## src/rtl/ptts_pkg.sv

```systemverilog
`default_nettype none
package ptts_pkg;
  localparam int MAX_TASKS_DEF = 16;
  localparam int CLOCK_BASE_DEF = 1193182;
  localparam int MAX_FIRES_DEF = 63;
  localparam logic [16:0] RELOAD_MAX = 17'h10000;

  typedef enum logic [2:0] {
    OP_TICK = 3'd0, OP_ADD = 3'd1, OP_CHANGE = 3'd2, OP_REMOVE = 3'd3,
    OP_ACTIVATE = 3'd4, OP_CLEAR = 3'd5, OP_SUSPEND = 3'd6, OP_RESUME = 3'd7
  } op_t;

  localparam logic [1:0] KIND_FIRE = 2'd0;
  localparam logic [1:0] KIND_TICK = 2'd1;
  localparam logic [1:0] KIND_OP = 2'd2;

  localparam logic [1:0] ST_OK = 2'd0;
  localparam logic [1:0] ST_NOTFOUND = 2'd1;
  localparam logic [1:0] ST_FULL = 2'd2;
  localparam logic [1:0] ST_BADFREQ = 2'd3;

  typedef enum logic [3:0] {
    S_IDLE, S_DIV, S_DECIDE, S_SCAN_RD, S_SCAN, S_INS_RD, S_INS, S_UNL_RD, S_UNL,
    S_MIN_RD, S_MIN, S_TICK_RD, S_TICK, S_FIRE, S_EMIT
  } state_t;

  typedef struct packed {
    logic [1:0] kind;
    logic [3:0] slot;
    logic [1:0] status;
    logic [16:0] reload;
    logic [27:0] clock;
    logic chain;
    logic last;
  } result_t;
endpackage
`default_nettype wire

```

## src/rtl/periodic_task_tick_scheduler.sv

```systemverilog
`default_nettype none
// Add and change requests both hold a divide; any result can be held by output stalls.
// Throughput: one request at a time, taken once the previous last result has left.
// Reset: synchronous rst clears valid/active bits, order length, reload to 65536,
// clocks and suspend; entry and order memories need no clearing.
module periodic_task_tick_scheduler #(
  parameter int CLOCK_BASE = ptts_pkg::CLOCK_BASE_DEF,
  parameter int MAX_FIRES_PER_TICK = ptts_pkg::MAX_FIRES_DEF
) (
  input wire logic clk,
  input wire logic rst,
  input wire logic s_tvalid,
  output logic s_tready,
  // operation[2:0], task_slot[6:3], frequency[27:7], priority_req[35:28], zero fill
  input wire logic [39:0] s_tdata,
  output logic m_tvalid,
  input wire logic m_tready,
  // slot_out[3:0], status[5:4], timer_reload[22:6], clock_value[50:23], chain[51]
  output logic [55:0] m_tdata,
  // kind[1:0]
  output logic [1:0] m_tuser,
  output logic m_tlast
);
  import ptts_pkg::*;

  localparam int MAX_TASKS = MAX_TASKS_DEF;
  localparam int SW = $clog2(MAX_TASKS + 1) > 1 ? $clog2(MAX_TASKS) : 1;
  localparam int LW = $clog2(MAX_TASKS + 1);
  localparam logic [LW-1:0] NT = LW'(MAX_TASKS);

  state_t state, state_next;

  // entry memory: priority, period, accum
  logic [7:0] mem_prio [MAX_TASKS];
  logic [20:0] mem_per [MAX_TASKS];
  logic [31:0] mem_acc [MAX_TASKS];
  logic [SW-1:0] mem_ord [MAX_TASKS];
  logic [SW-1:0] e_addr, o_raddr, o_waddr;
  logic e_we, o_we;
  logic [7:0] e_wprio;
  logic [20:0] e_wper;
  logic [31:0] e_wacc;
  logic [SW-1:0] o_wdata;
  logic [7:0] rd_prio;
  logic [20:0] rd_per;
  logic [31:0] rd_acc;
  logic [SW-1:0] rd_ord;

  always_ff @(posedge clk) begin
    if (e_we) begin
      mem_prio[e_addr] <= e_wprio;
      mem_per[e_addr] <= e_wper;
      mem_acc[e_addr] <= e_wacc;
    end
    rd_prio <= mem_prio[e_addr];
    rd_per <= mem_per[e_addr];
    rd_acc <= mem_acc[e_addr];
  end
  always_ff @(posedge clk) begin
    if (o_we) mem_ord[o_waddr] <= o_wdata;
    rd_ord <= mem_ord[o_raddr];
  end

  logic [MAX_TASKS-1:0] valid, active;
  logic [LW-1:0] olen;
  logic [16:0] reload;
  logic [16:0] legacy;
  logic [27:0] tclock;
  logic susp;

  // request latch
  logic [2:0] op;
  logic [3:0] rslot;
  logic [20:0] rfreq;
  logic [7:0] rprio;
  logic [20:0] period;
  logic [SW-1:0] newslot;
  logic [LW-1:0] idx, wpos;
  logic [5:0] fires;
  logic [31:0] acc;
  logic [SW-1:0] cur;
  logic [16:0] minp;
  logic [20:0] curper;
  logic [7:0] curprio;
  logic curact;
  logic [1:0] status;
  logic [3:0] slot_res;
  logic found_pos;
  logic chain;
  logic div_start, div_done;
  logic [20:0] div_q;
  result_t out_r;

  ptts_divider #(.CLOCK_BASE(CLOCK_BASE)) u_div (
    .clk(clk), .rst(rst), .start(div_start), .divisor(rfreq),
    .done(div_done), .quotient(div_q)
  );

  logic accept;
  assign s_tready = (state == S_IDLE) && !m_tvalid;
  assign accept = s_tvalid && s_tready;

  logic slot_ok;
  assign slot_ok = (32'(rslot) < MAX_TASKS) && valid[rslot[SW-1:0]];

  logic [SW-1:0] lowfree;
  logic anyfree;
  always_comb begin
    lowfree = '0;
    anyfree = 1'b0;
    for (int i = MAX_TASKS - 1; i >= 0; i--) begin
      if (!valid[i]) begin
        lowfree = SW'(i);
        anyfree = 1'b1;
      end
    end
  end

  // accumulator add with saturation
  logic [32:0] acc_sum;
  logic [31:0] acc_sat;
  assign acc_sum = {1'b0, rd_acc} + 33'(reload);
  assign acc_sat = acc_sum[32] ? 32'hffffffff : acc_sum[31:0];

  logic can_fire;
  assign can_fire = curact && !susp && (32'(fires) < MAX_FIRES_PER_TICK) && (curper != '0)
    && (acc >= 32'(curper));

  logic [17:0] leg_sum;
  assign leg_sum = {1'b0, legacy} + {1'b0, reload};
  assign chain = leg_sum > 18'h0ffff;

  logic out_load;
  assign out_load = (!m_tvalid || m_tready) &&
    ((state == S_FIRE && can_fire) || state == S_EMIT);

  always_comb begin
    state_next = state;
    unique case (state)
      S_IDLE: if (accept) begin
        if (s_tdata[2:0] == OP_TICK) state_next = S_TICK_RD;
        else if (s_tdata[2:0] == OP_ADD || s_tdata[2:0] == OP_CHANGE) state_next = S_DIV;
        else state_next = S_DECIDE;
      end
      S_DIV: if (div_done) state_next = S_DECIDE;
      S_DECIDE: begin
        state_next = S_EMIT;
        if (op == OP_ADD && period != '0 && anyfree) state_next = S_SCAN_RD;
        else if (op == OP_CHANGE && slot_ok && period != '0) state_next = S_MIN_RD;
        else if (op == OP_REMOVE && slot_ok) state_next = S_UNL_RD;
      end
      S_SCAN_RD: state_next = (idx < olen) ? S_SCAN : S_INS_RD;
      S_SCAN: state_next = S_SCAN_RD;
      S_INS_RD: state_next = S_INS;
      S_INS: state_next = (idx == wpos) ? S_EMIT : S_INS;
      S_UNL_RD: state_next = (idx < olen) ? S_UNL : S_MIN_RD;
      S_UNL: state_next = S_UNL_RD;
      S_MIN_RD: state_next = (idx < olen) ? S_MIN : S_EMIT;
      S_MIN: state_next = S_MIN_RD;
      S_TICK_RD: state_next = (idx < olen) ? S_TICK : S_EMIT;
      S_TICK: state_next = S_FIRE;
      S_FIRE: if (!m_tvalid || m_tready) begin
        if (!can_fire) state_next = S_TICK_RD;
      end
      S_EMIT: if (!m_tvalid || m_tready) state_next = S_IDLE;
      default: state_next = S_IDLE;
    endcase
  end

  // memory addressing; order reads run one entry ahead of their use
  always_comb begin
    o_raddr = idx[SW-1:0];
    e_addr = rd_ord;
    e_we = 1'b0;
    e_wprio = rprio;
    e_wper = period;
    e_wacc = acc;
    o_we = 1'b0;
    o_waddr = idx[SW-1:0];
    o_wdata = rd_ord;
    div_start = (state == S_IDLE) && accept &&
      (s_tdata[2:0] == OP_ADD || s_tdata[2:0] == OP_CHANGE);
    unique case (state)
      S_IDLE: o_raddr = '0;
      // change rate keeps priority and accum: read them during the divide
      S_DIV: e_addr = rslot[SW-1:0];
      S_SCAN: begin
        e_addr = rd_ord;
        o_raddr = SW'(idx + 1'b1);
      end
      S_INS_RD: o_raddr = SW'(olen - 1'b1);
      S_INS: begin
        // shift order tail up one place, newest slot lands at wpos
        o_we = 1'b1;
        if (idx == wpos) o_wdata = newslot;
        else o_wdata = rd_ord;
        o_waddr = idx[SW-1:0];
        o_raddr = SW'(idx - 2'd2);
      end
      S_UNL_RD: o_raddr = (idx < olen) ? idx[SW-1:0] : '0;
      S_UNL: begin
        o_we = (rd_ord != rslot[SW-1:0]);
        o_waddr = wpos[SW-1:0];
        o_wdata = rd_ord;
        o_raddr = SW'(idx + 1'b1);
      end
      S_MIN: o_raddr = SW'(idx + 1'b1);
      S_DECIDE: if (op == OP_ADD) begin
        e_addr = lowfree;
        e_we = (period != '0) && anyfree;
        e_wacc = '0;
      end else if (op == OP_CHANGE) begin
        e_addr = rslot[SW-1:0];
        e_we = slot_ok && (period != '0);
        e_wprio = rd_prio;
        e_wacc = rd_acc;
      end
      S_FIRE: begin
        e_addr = cur;
        e_we = curact;
        e_wprio = curprio;
        e_wper = curper;
        e_wacc = can_fire ? acc - 32'(curper) : acc;
      end
      default: ;
    endcase
  end

  always_ff @(posedge clk) begin
    if (rst) begin
      valid <= '0;
      active <= '0;
      olen <= '0;
      reload <= RELOAD_MAX;
      legacy <= '0;
      tclock <= '0;
      susp <= 1'b0;
      m_tvalid <= 1'b0;
    end else begin
      if (out_load) m_tvalid <= 1'b1;
      else if (m_tvalid && m_tready) m_tvalid <= 1'b0;
      unique case (state)
        S_IDLE: if (accept) begin
          op <= s_tdata[2:0];
          rslot <= s_tdata[6:3];
          rfreq <= s_tdata[27:7];
          rprio <= s_tdata[35:28];
          idx <= '0;
          wpos <= '0;
          fires <= '0;
          status <= ST_OK;
          slot_res <= '0;
          found_pos <= 1'b0;
          minp <= RELOAD_MAX;
          if (s_tdata[2:0] == OP_TICK) tclock <= tclock + 28'd1;
        end
        // a zero frequency has no period
        S_DIV: if (div_done) period <= (rfreq == '0) ? '0 : div_q;
        S_DECIDE: begin
          unique case (op)
            OP_ADD: begin
              if (period == '0) status <= ST_BADFREQ;
              else if (!anyfree) status <= ST_FULL;
              else begin
                newslot <= lowfree;
                slot_res <= 4'(lowfree);
                valid[lowfree] <= 1'b1;
                active[lowfree] <= 1'b0;
                if (32'(period) < 32'(reload)) reload <= period[16:0];
                wpos <= olen;
              end
            end
            OP_CHANGE: begin
              slot_res <= rslot;
              if (!slot_ok) status <= ST_NOTFOUND;
              else if (period == '0) status <= ST_BADFREQ;
            end
            OP_REMOVE: begin
              slot_res <= rslot;
              if (!slot_ok) status <= ST_NOTFOUND;
              else begin
                valid[rslot[SW-1:0]] <= 1'b0;
                active[rslot[SW-1:0]] <= 1'b0;
              end
            end
            OP_ACTIVATE: active <= active | valid;
            OP_CLEAR: begin
              valid <= '0;
              active <= '0;
              olen <= '0;
            end
            OP_SUSPEND: susp <= 1'b1;
            OP_RESUME: susp <= 1'b0;
            default: ;
          endcase
        end
        S_SCAN_RD: ;
        S_SCAN: begin
          // rd_prio is priority of order entry idx
          if (!found_pos && rd_prio < rprio) begin
            found_pos <= 1'b1;
            wpos <= idx;
          end
          idx <= idx + 1'b1;
        end
        S_INS_RD: begin
          if (olen >= NT) olen <= NT - 1'b1;
          idx <= (olen >= NT) ? NT - 1'b1 : olen;
          if (!found_pos) wpos <= (olen >= NT) ? NT - 1'b1 : olen;
        end
        S_INS: begin
          if (idx == wpos) olen <= olen + 1'b1;
          else idx <= idx - 1'b1;
        end
        S_UNL: begin
          if (rd_ord != rslot[SW-1:0]) wpos <= wpos + 1'b1;
          idx <= idx + 1'b1;
        end
        S_UNL_RD: if (idx >= olen) begin
          olen <= wpos;
          idx <= '0;
        end
        S_MIN: begin
          if (32'(rd_per) < 32'(minp)) minp <= rd_per[16:0];
          idx <= idx + 1'b1;
        end
        S_MIN_RD: if (idx >= olen) begin
          if (minp != reload) reload <= (minp == '0) ? RELOAD_MAX : minp;
        end
        S_TICK_RD: ;
        S_TICK: begin
          cur <= rd_ord;
          curper <= rd_per;
          curprio <= rd_prio;
          curact <= active[rd_ord];
          acc <= active[rd_ord] ? acc_sat : rd_acc;
          idx <= idx + 1'b1;
        end
        S_FIRE: if (!m_tvalid || m_tready) begin
          if (can_fire) begin
            acc <= acc - 32'(curper);
            fires <= fires + 6'd1;
            out_r <= '{KIND_FIRE, 4'(cur), ST_OK, reload, tclock, 1'b0, 1'b0};
          end
        end
        S_EMIT: if (!m_tvalid || m_tready) begin
          if (op == OP_TICK) begin
            legacy <= chain ? {1'b0, leg_sum[15:0]} : leg_sum[16:0];
            out_r <= '{KIND_TICK, 4'd0, ST_OK, reload, tclock, chain, 1'b1};
          end else begin
            out_r <= '{KIND_OP, slot_res, status, reload, tclock, 1'b0, 1'b1};
          end
        end
        default: ;
      endcase
    end
  end

  always_ff @(posedge clk) begin
    if (rst) state <= S_IDLE;
    else state <= state_next;
  end

  assign m_tdata = {4'd0, out_r.chain, out_r.clock, out_r.reload, out_r.status, out_r.slot};
  assign m_tuser = out_r.kind;
  assign m_tlast = out_r.last;

  a_reload_range: assert property (@(posedge clk) disable iff (rst)
    reload != '0 && reload <= RELOAD_MAX) else $error("reload out of range");
  a_busy: assert property (@(posedge clk) disable iff (rst)
    state != S_IDLE |-> !s_tready) else $error("ready while busy");
  a_olen: assert property (@(posedge clk) disable iff (rst)
    olen <= NT) else $error("order length overflow");
  a_fires: assert property (@(posedge clk) disable iff (rst)
    32'(fires) <= MAX_FIRES_PER_TICK) else $error("fire limit exceeded");
endmodule
`default_nettype wire

```

## src/rtl/ptts_divider.sv

```systemverilog
`default_nettype none
// Restoring divider: CLOCK_BASE / frequency, one quotient bit per cycle.
module ptts_divider #(
  parameter int CLOCK_BASE = 1193182
) (
  input wire logic clk,
  input wire logic rst,
  input wire logic start,
  input wire logic [20:0] divisor,
  output logic done,
  output logic [20:0] quotient
);
  localparam logic [20:0] DIVIDEND = 21'(CLOCK_BASE);
  logic [20:0] rem;
  logic [20:0] dvd;
  logic [4:0] count;
  logic busy;
  logic [21:0] trial;

  assign trial = {rem, dvd[20]} - {1'b0, divisor};

  always_ff @(posedge clk) begin
    if (rst) begin
      busy <= 1'b0;
      done <= 1'b0;
      count <= '0;
    end else begin
      done <= 1'b0;
      if (start) begin
        busy <= 1'b1;
        rem <= '0;
        dvd <= DIVIDEND;
        quotient <= '0;
        count <= 5'd0;
      end else if (busy) begin
        if (!trial[21]) begin
          rem <= trial[20:0];
        end else begin
          rem <= {rem[19:0], dvd[20]};
        end
        dvd <= {dvd[19:0], 1'b0};
        quotient <= {quotient[19:0], ~trial[21]};
        count <= count + 5'd1;
        if (count == 5'd20) begin
          busy <= 1'b0;
          done <= 1'b1;
        end
      end
    end
  end
endmodule
`default_nettype wire
```

## config.mk

```make
export PLATFORM = sky130hd
export DESIGN_NAME = periodic_task_tick_scheduler
export DESIGN_NICKNAME = d
export VERILOG_FILES = /design/src/rtl/ptts_pkg.sv /design/src/rtl/periodic_task_tick_scheduler.sv /design/src/rtl/ptts_divider.sv
export SDC_FILE = /design/constraint.sdc
export NUM_CORES = 2
export LEC_CHECK = 0
export ABC_CLOCK_PERIOD_IN_PS = 11420
export BUFFER_PORTS_ARGS = -buffer_cell sky130_fd_sc_hd__buf_2
export CAP_MARGIN = 20
export CORE_MARGIN = 3
export CORE_UTILIZATION = 55
export DETAILED_ROUTE_END_ITERATION = 8
export PLACE_DENSITY = 0.67
export SETUP_SLACK_MARGIN = 0.1
export SLEW_MARGIN = 5
export SYNTH_ARGS = -nofsm -noshare
export SYNTH_HDL_FRONTEND = slang
export SYNTH_SLANG_ARGS = --single-unit
export TNS_END_PERCENT = 20
```

## constraint.sdc

```tcl
create_clock -name clk -period 11.42 [get_ports clk]
set_input_delay 2.284 -clock clk [delete_from_list [all_inputs] [get_ports clk]]
set_output_delay 2.284 -clock clk [all_outputs]
set_load 0.02 [all_outputs]
```

Yosys cells after proc, flatten, opt, wreduce, memory -nomap -nowiden
Memories as Yosys holds them, arrays and structs flattened. A register that Yosys moved wholly into a read port is not among the register bits.
Index checks and enable logic that the tools add are counted.
Cells by class
  add/sub/neg operators: 13
  $lt $le $gt $ge: 14
  equality and inequality tests: 57
  multiplexer cells: 156
  bitwise operators: 11
  reductions and logical operators: 77
Operators with widths (count)
  $mux 55: 4
  $mux 32: 6
  $mux 17: 10
  $mux 4: 35
  $pmux 32 s2: 2
  $pmux 55 s2: 1
  $mux 21: 5
  $mux 16: 6
  $pmux 17 s2: 2
  $mux 5: 13
  $pmux 16 s4: 1
  $pmux 4 s15: 1
  $pmux 5 s5: 2
  $and 16x16->16: 3
  $pmux 16 s3: 1
  $logic_not 21->1: 2
  $lt 21x17->1: 2
  $reduce_bool 21->1: 2
  $ne 2x2->1 const B: 19
  $mux 1: 36
  $reduce_and 5->1: 7
  $add 32x17->33: 1
  $ge 32x21->1: 1
  $not 16->16: 2
  other kinds (67): 164
Storage, ports and cells
  bits in registers: 396
  bits in writable memories: 1040
  bits of input ports: 44
  word-level logic and storage cells: 372
  memories kept: 4
Memory list
  mem_acc: depth 16, bits a word 32, rd ports 1, clocked after Yosys merged registers in 1, write ports 1, line periodic_task_tick_scheduler.sv:36  | logic [31:0] mem_acc [MAX_TASKS];
  mem_per: depth 16, bits a word 21, rd ports 1, clocked after Yosys merged registers in 1, write ports 1, line periodic_task_tick_scheduler.sv:35  | logic [20:0] mem_per [MAX_TASKS];
  mem_prio: depth 16, bits a word 8, rd ports 1, clocked after Yosys merged registers in 1, write ports 1, line periodic_task_tick_scheduler.sv:34  | logic [7:0] mem_prio [MAX_TASKS];
  mem_ord: depth 16, bits a word 4, rd ports 1, clocked after Yosys merged registers in 1, write ports 1, line periodic_task_tick_scheduler.sv:37  | logic [SW-1:0] mem_ord [MAX_TASKS];

Longest topological paths before layout
  depth in word-level cells: 25
  depth in mapped cells: 14
  depth with buffers taken out: 13

Modules after synthesis
A second synthesis with hierarchy kept.
Unflattened totals
  cells, all modules: 4754
  area, all modules: 67453.4 µm²
By module, submodules not included
  periodic_task_tick_scheduler: instances 1, cells an instance 4386, area an instance 63518.4 µm²
  ptts_divider: instances 1, cells an instance 368, area an instance 3935.0 µm²

Least setup slack after synthesis
No wires, ideal clock.
  path type: input -> register
  start point: input port rst
  end point: register out_r, in the netlist m_tdata[0], enable pin
  setup time: 536 ps
  data arrival time: 6557 ps
  data required time: 10884 ps
  path slack: 4327 ps
  cell stages on the path: 3
  path buffers: 1
  cells stage by stage: clkbuf_1 > or2_2 > nor3_1
On the way
  longest elaborated chain between the ends: 2
Ends and longest elaborated chain
  start: declaration: line periodic_task_tick_scheduler.sv:11  | input wire logic rst,
  $not 1->1 (no source line)
  $reduce_and 5->1 (no source line)
  end signal: assignment: line periodic_task_tick_scheduler.sv:343  | out_r <= '{KIND_FIRE, 4'(cur), ST_OK, reload, tclock, 1'b0, 1'b0};
  end signal: assignment: line periodic_task_tick_scheduler.sv:349  | out_r <= '{KIND_TICK, 4'd0, ST_OK, reload, tclock, chain, 1'b1};
  end signal: assignment: line periodic_task_tick_scheduler.sv:351  | out_r <= '{KIND_OP, slot_res, status, reload, tclock, 1'b0, 1'b1};
  end: declaration: line periodic_task_tick_scheduler.sv:92  | result_t out_r;
Every way passes these cells.
A chain may end at the register's enable or synchronous reset.

Final worst setup path
  start point: register state[1]
  end point: register rd_per[8] (read register of mem_per)
On the way
  longest elaborated chain between the ends: 2
Ends and longest elaborated chain
  start: declaration: line periodic_task_tick_scheduler.sv:31  | state_t state, state_next;
  start signal: assignment: line periodic_task_tick_scheduler.sv:361  | else state <= state_next;
  $eq 4x4->1, or another cell as far along: line periodic_task_tick_scheduler.sv:183  | unique case (state)
  $pmux 4 s3 (*): line periodic_task_tick_scheduler.sv:183
  end: declaration: line periodic_task_tick_scheduler.sv:45  | logic [20:0] rd_per;
Every way passes the cells marked *; elsewhere a longest branch is shown, timed or not.

==> flow_metrics.py <==
metrics = {
    "floorplanning": {
        "num_rows": 127,
        "die_area_sq_um": 126000,
        "die_x_um": 355,
        "coreArea_sq_um": 120000,
        "pin_count": 105,
        "start_util_pct": 55.7,
        "die_h_um": 355,
    },
    "min_path": {
        "hold_start": "legacy[3]",
        "hold_depth": 2,
        "hold_class": "reg -> reg",
        "hold_end": "legacy[3]",
    },
    "run": {
        "cap_violations": 0,
    },
    "yosys": {
        "synthAdderAreaFrac_pct": 2.58,
        "synthSimpleGateAreaFrac_pct": 6.17,
        "synth_cells": 4708,
        "synth_top_family_by_area": "multiplexers",
        "synth_edf_count": 1324,
        "yosys_most_used_dff": "edfxtp_1",
        "synthMuxAreaShare_pct": 15.6,
        "synth_area_leaders": "edfxtp_1, mux2i_1, dfxtp_1, ha_1, a21oi_1",
        "ys_seq_area_share_pct": 64.5,
        "netlist.area_leader.share_pct": 59.2,
        "yosysMostFrequentCell": "edfxtp_1",
        "ys_seq_elements": 1501,
        "synth_compound_area_share_pct": 6.71,
        "synth_top_cell_by_area": "edfxtp_1",
        "synth_xor_area_share_pct": 1.96,
        "synthTopCellsByCount": "edfxtp_1, mux2i_1, nor2_1",
        "avgSynthCellArea_sq_um": 14.3,
        "ys_warn_count": 0,
        "yosysUniqueCellTypes": 86,
        "async_flop_share_pct": 0,
        "syn_area_sq_um": 67100,
    },
    "timing": {
        "finalCritPeriodShare_pct": 52.8,
        "worst_slew_pin_slew_ns": 1.10,
        "fin_setup_tns_ns": 0,
        "fin_crit_ns": 6.03,
        "fmax_mhz": 166,
        "drv_slew": 0,
        "rsz0062_at_grt": "no",
        "fin_skew_ns": 0.0332,
        "finalSetupViolCount": 0,
        "hold_viol": 0,
        "relSlewSlack_pct": 26.2,
    },
    "clock_tree": {
        "root_buffer": "clkbuf_16",
        "clk_pin_slew_ns": 0.06,
        "cts_tree": "done",
        "h-tree-depth": 4,
        "cts_resized": 0,
        "cts_buffer_depth": 3,
        "clkLatencyLatePin_ns": 0.77,
        "cts_sinks": 1501,
        "cts_setup_buffers": 0,
        "hold_buffers": 0,
        "cts-buffers-inserted": 155,
    },
    "setup_path": {
        "crit_required_ns": 12.05,
        "critPathTopFamily": "buffers and inverters",
        "ff2ff_path_depth": 14,
        "reg2reg_to": "rd_per[8]",
        "rrSetupSlack_ns": 5.39,
        "path_cells": "buf_4 > nand2b_1 > nor3_1 > buf_4 > o221ai_1 > o21ai_0 > o211a_4 > buf_4 > buf_4 > buf_4 > mux2i_1 > mux2i_1 > mux2i_1 > mux2i_1",
        "cpMaxStageDelayCell": "buf_4",
        "critical_path_class": "reg -> reg",
        "cp_num_buf_inv": 5,
        "cp-start-kind": "flop",
        "cpPeakStageDelay_ns": 0.86,
        "crit_fanout": 55,
        "arrival_ns": 6.66,
        "critical_path.most_common_cell": "buf_4",
        "worst_setup_path_end_kind": "flop",
        "regToRegStartpoint": "state[1]",
    },
    "power": {
        "p_leak_nw": 27.5,
        "power.density_nw_per_um2": 249,
        "vdd_drop_max_mv": 0.191,
        "finalPower_mw": 18.6,
    },
    "global_routing": {
        "grt_pass1_vias": 38200,
        "grt.overflow.total": 0,
        "antenna_found_initial": 1,
        "grt_first_pass_wirelength_um": 234000,
        "grt_max_degree": 103,
        "grt_usage_pct": 24.4,
    },
    "route": {
        "wl_per_cell_um": 23.5,
        "vias": 39200,
        "ant_nets": 0,
        "avgViaCountPerCell": 5.95,
        "drt_iter0_markers": 3305,
        "dr.pass1.iters": 5,
        "finalWirelength_um": 155000,
        "drc_errors": 0,
    },
    "cells_and_area": {
        "fin_nets": 5029,
        "drive_gt1_share_pct": 11.0,
        "areaGrowthSynthToFinish_pct": 11.4,
        "post-route-util_pct": 62.1,
    },
    "placed_design": {
        "detailed_place_hpwl_um": 92300,
        "numPortBuffers": 96,
        "place_congestion": 0.904,
    },
    "status": {
        "status": "complete, no violations",
    },
}
[worst register-to-register path: stages (launching register included)]
cell and delay [ns]:
dfxtp_1 0.31, buf_4 0.39, nand2b_1 0.36, nor3_1 0.22
buf_4 0.25, o221ai_1 0.15, o21ai_0 0.29, o211a_4 0.70
buf_4 0.79, buf_4 0.86, buf_4 0.84, mux2i_1 0.33
mux2i_1 0.09, mux2i_1 0.22, mux2i_1 0.10
[logic make-up after synthesis]
group                    Yosys count
other                              1
buffers and inverters            378
multiplexers                    1031
adder cells (fa/ha/maj)          136
AO/OA/AOI/OAI                    683
AND/OR/NAND/NOR                  828
flip-flops                      1501
XOR/XNOR                         150
[how the worst max path moves through the flow]
stage                  start    endpoint  slack (ns)  cells after the start
floorplan                rst  m_tdata[0]        4.33                      3
global placement    state[2]   rd_per[0]        5.48                     13
detailed placement  state[2]  rd_per[10]        5.38                     13
CTS                 state[2]  rd_per[18]        5.37                     13
global route        state[1]  rd_per[17]        5.05                     14
finish              state[1]   rd_per[8]        5.39                     14
[power by group]
part | leakage (nW) | internal, mW | switching (mW)
clock | 2.47 | 2.94 | 2.08
sequential | 13.4 | 6.53 | 0.365
combinational | 11.6 | 2.88 | 3.86
[area by class of cell]
type / count / area [sq um]
fillers: 9119 / 45700
flip-flops and latches: 1501 / 43300
multi-input cells: 2832 / 22400
clock buffers: 213 / 4320
well taps: 1612 / 2020
repair buffers: 216 / 1390
clock inverters: 73 / 773
inverters: 143 / 537
diodes: 2 / 5.00
[cells in the final DEF (no fill, tap or decap), drive strengths merged, types with 11 or more instances in the layout]
cell type	count
nor3	69
o21ai	140
nor4	27
a221o	18
nand2b	26
buf	216
xor2	74
xnor2	76
nand2	199
clkbuf	213
nand3	61
a21o	56
a31oi	31
mux2i	1000
ha	132
o21a	19
a22oi	40
and2	32
inv	148
o211ai	21
dfxtp	177
a21oi	171
bufinv	12
clkinv	51
nand4	27
and3	30
or2	30
nor2b	72
mux2	21
or3	21
nor3b	12
nor2	201
a211oi	72
o21bai	11
edfxtp	1324
o221ai	21
[flip-flops by register name, summed over array words and instances (netlist names), 28 cells and up]
name,count
mem_acc,512
mem_prio,128
acc,32
mem_per,336
rd_acc,32
m_tdata,52
tclock,28
mem_ord,64
[routing by layer]
layer  global-route usage, %  up-vias  routed length [um]
li1                        -    18200                   -
met3                    3.19      270                8400
met5                       0        -                   0
met2                    38.9     1105               72500
met1                    34.6    19600               68900
met4                    8.88        0                4960
[per-stage QoR]
| stage | hold slack [ns] | area [sq um] | worst slack [ns] | instances |
|---|---|---|---|---|
| after floorplan | 0.403 | 67100 | 4.33 | 4711 |
| after global placement | 0.444 | 69600 | 5.48 | 6298 |
| after detailed placement | 0.451 | 69700 | 5.38 | 6299 |
| after CTS | 0.460 | 74700 | 5.37 | 6585 |
| after global routing | 0.482 | 74800 | 5.05 | 6590 |
| final | 0.460 | 74800 | 5.39 | 6592 |
Note: power is estimated with default switching activity, not from simulation.
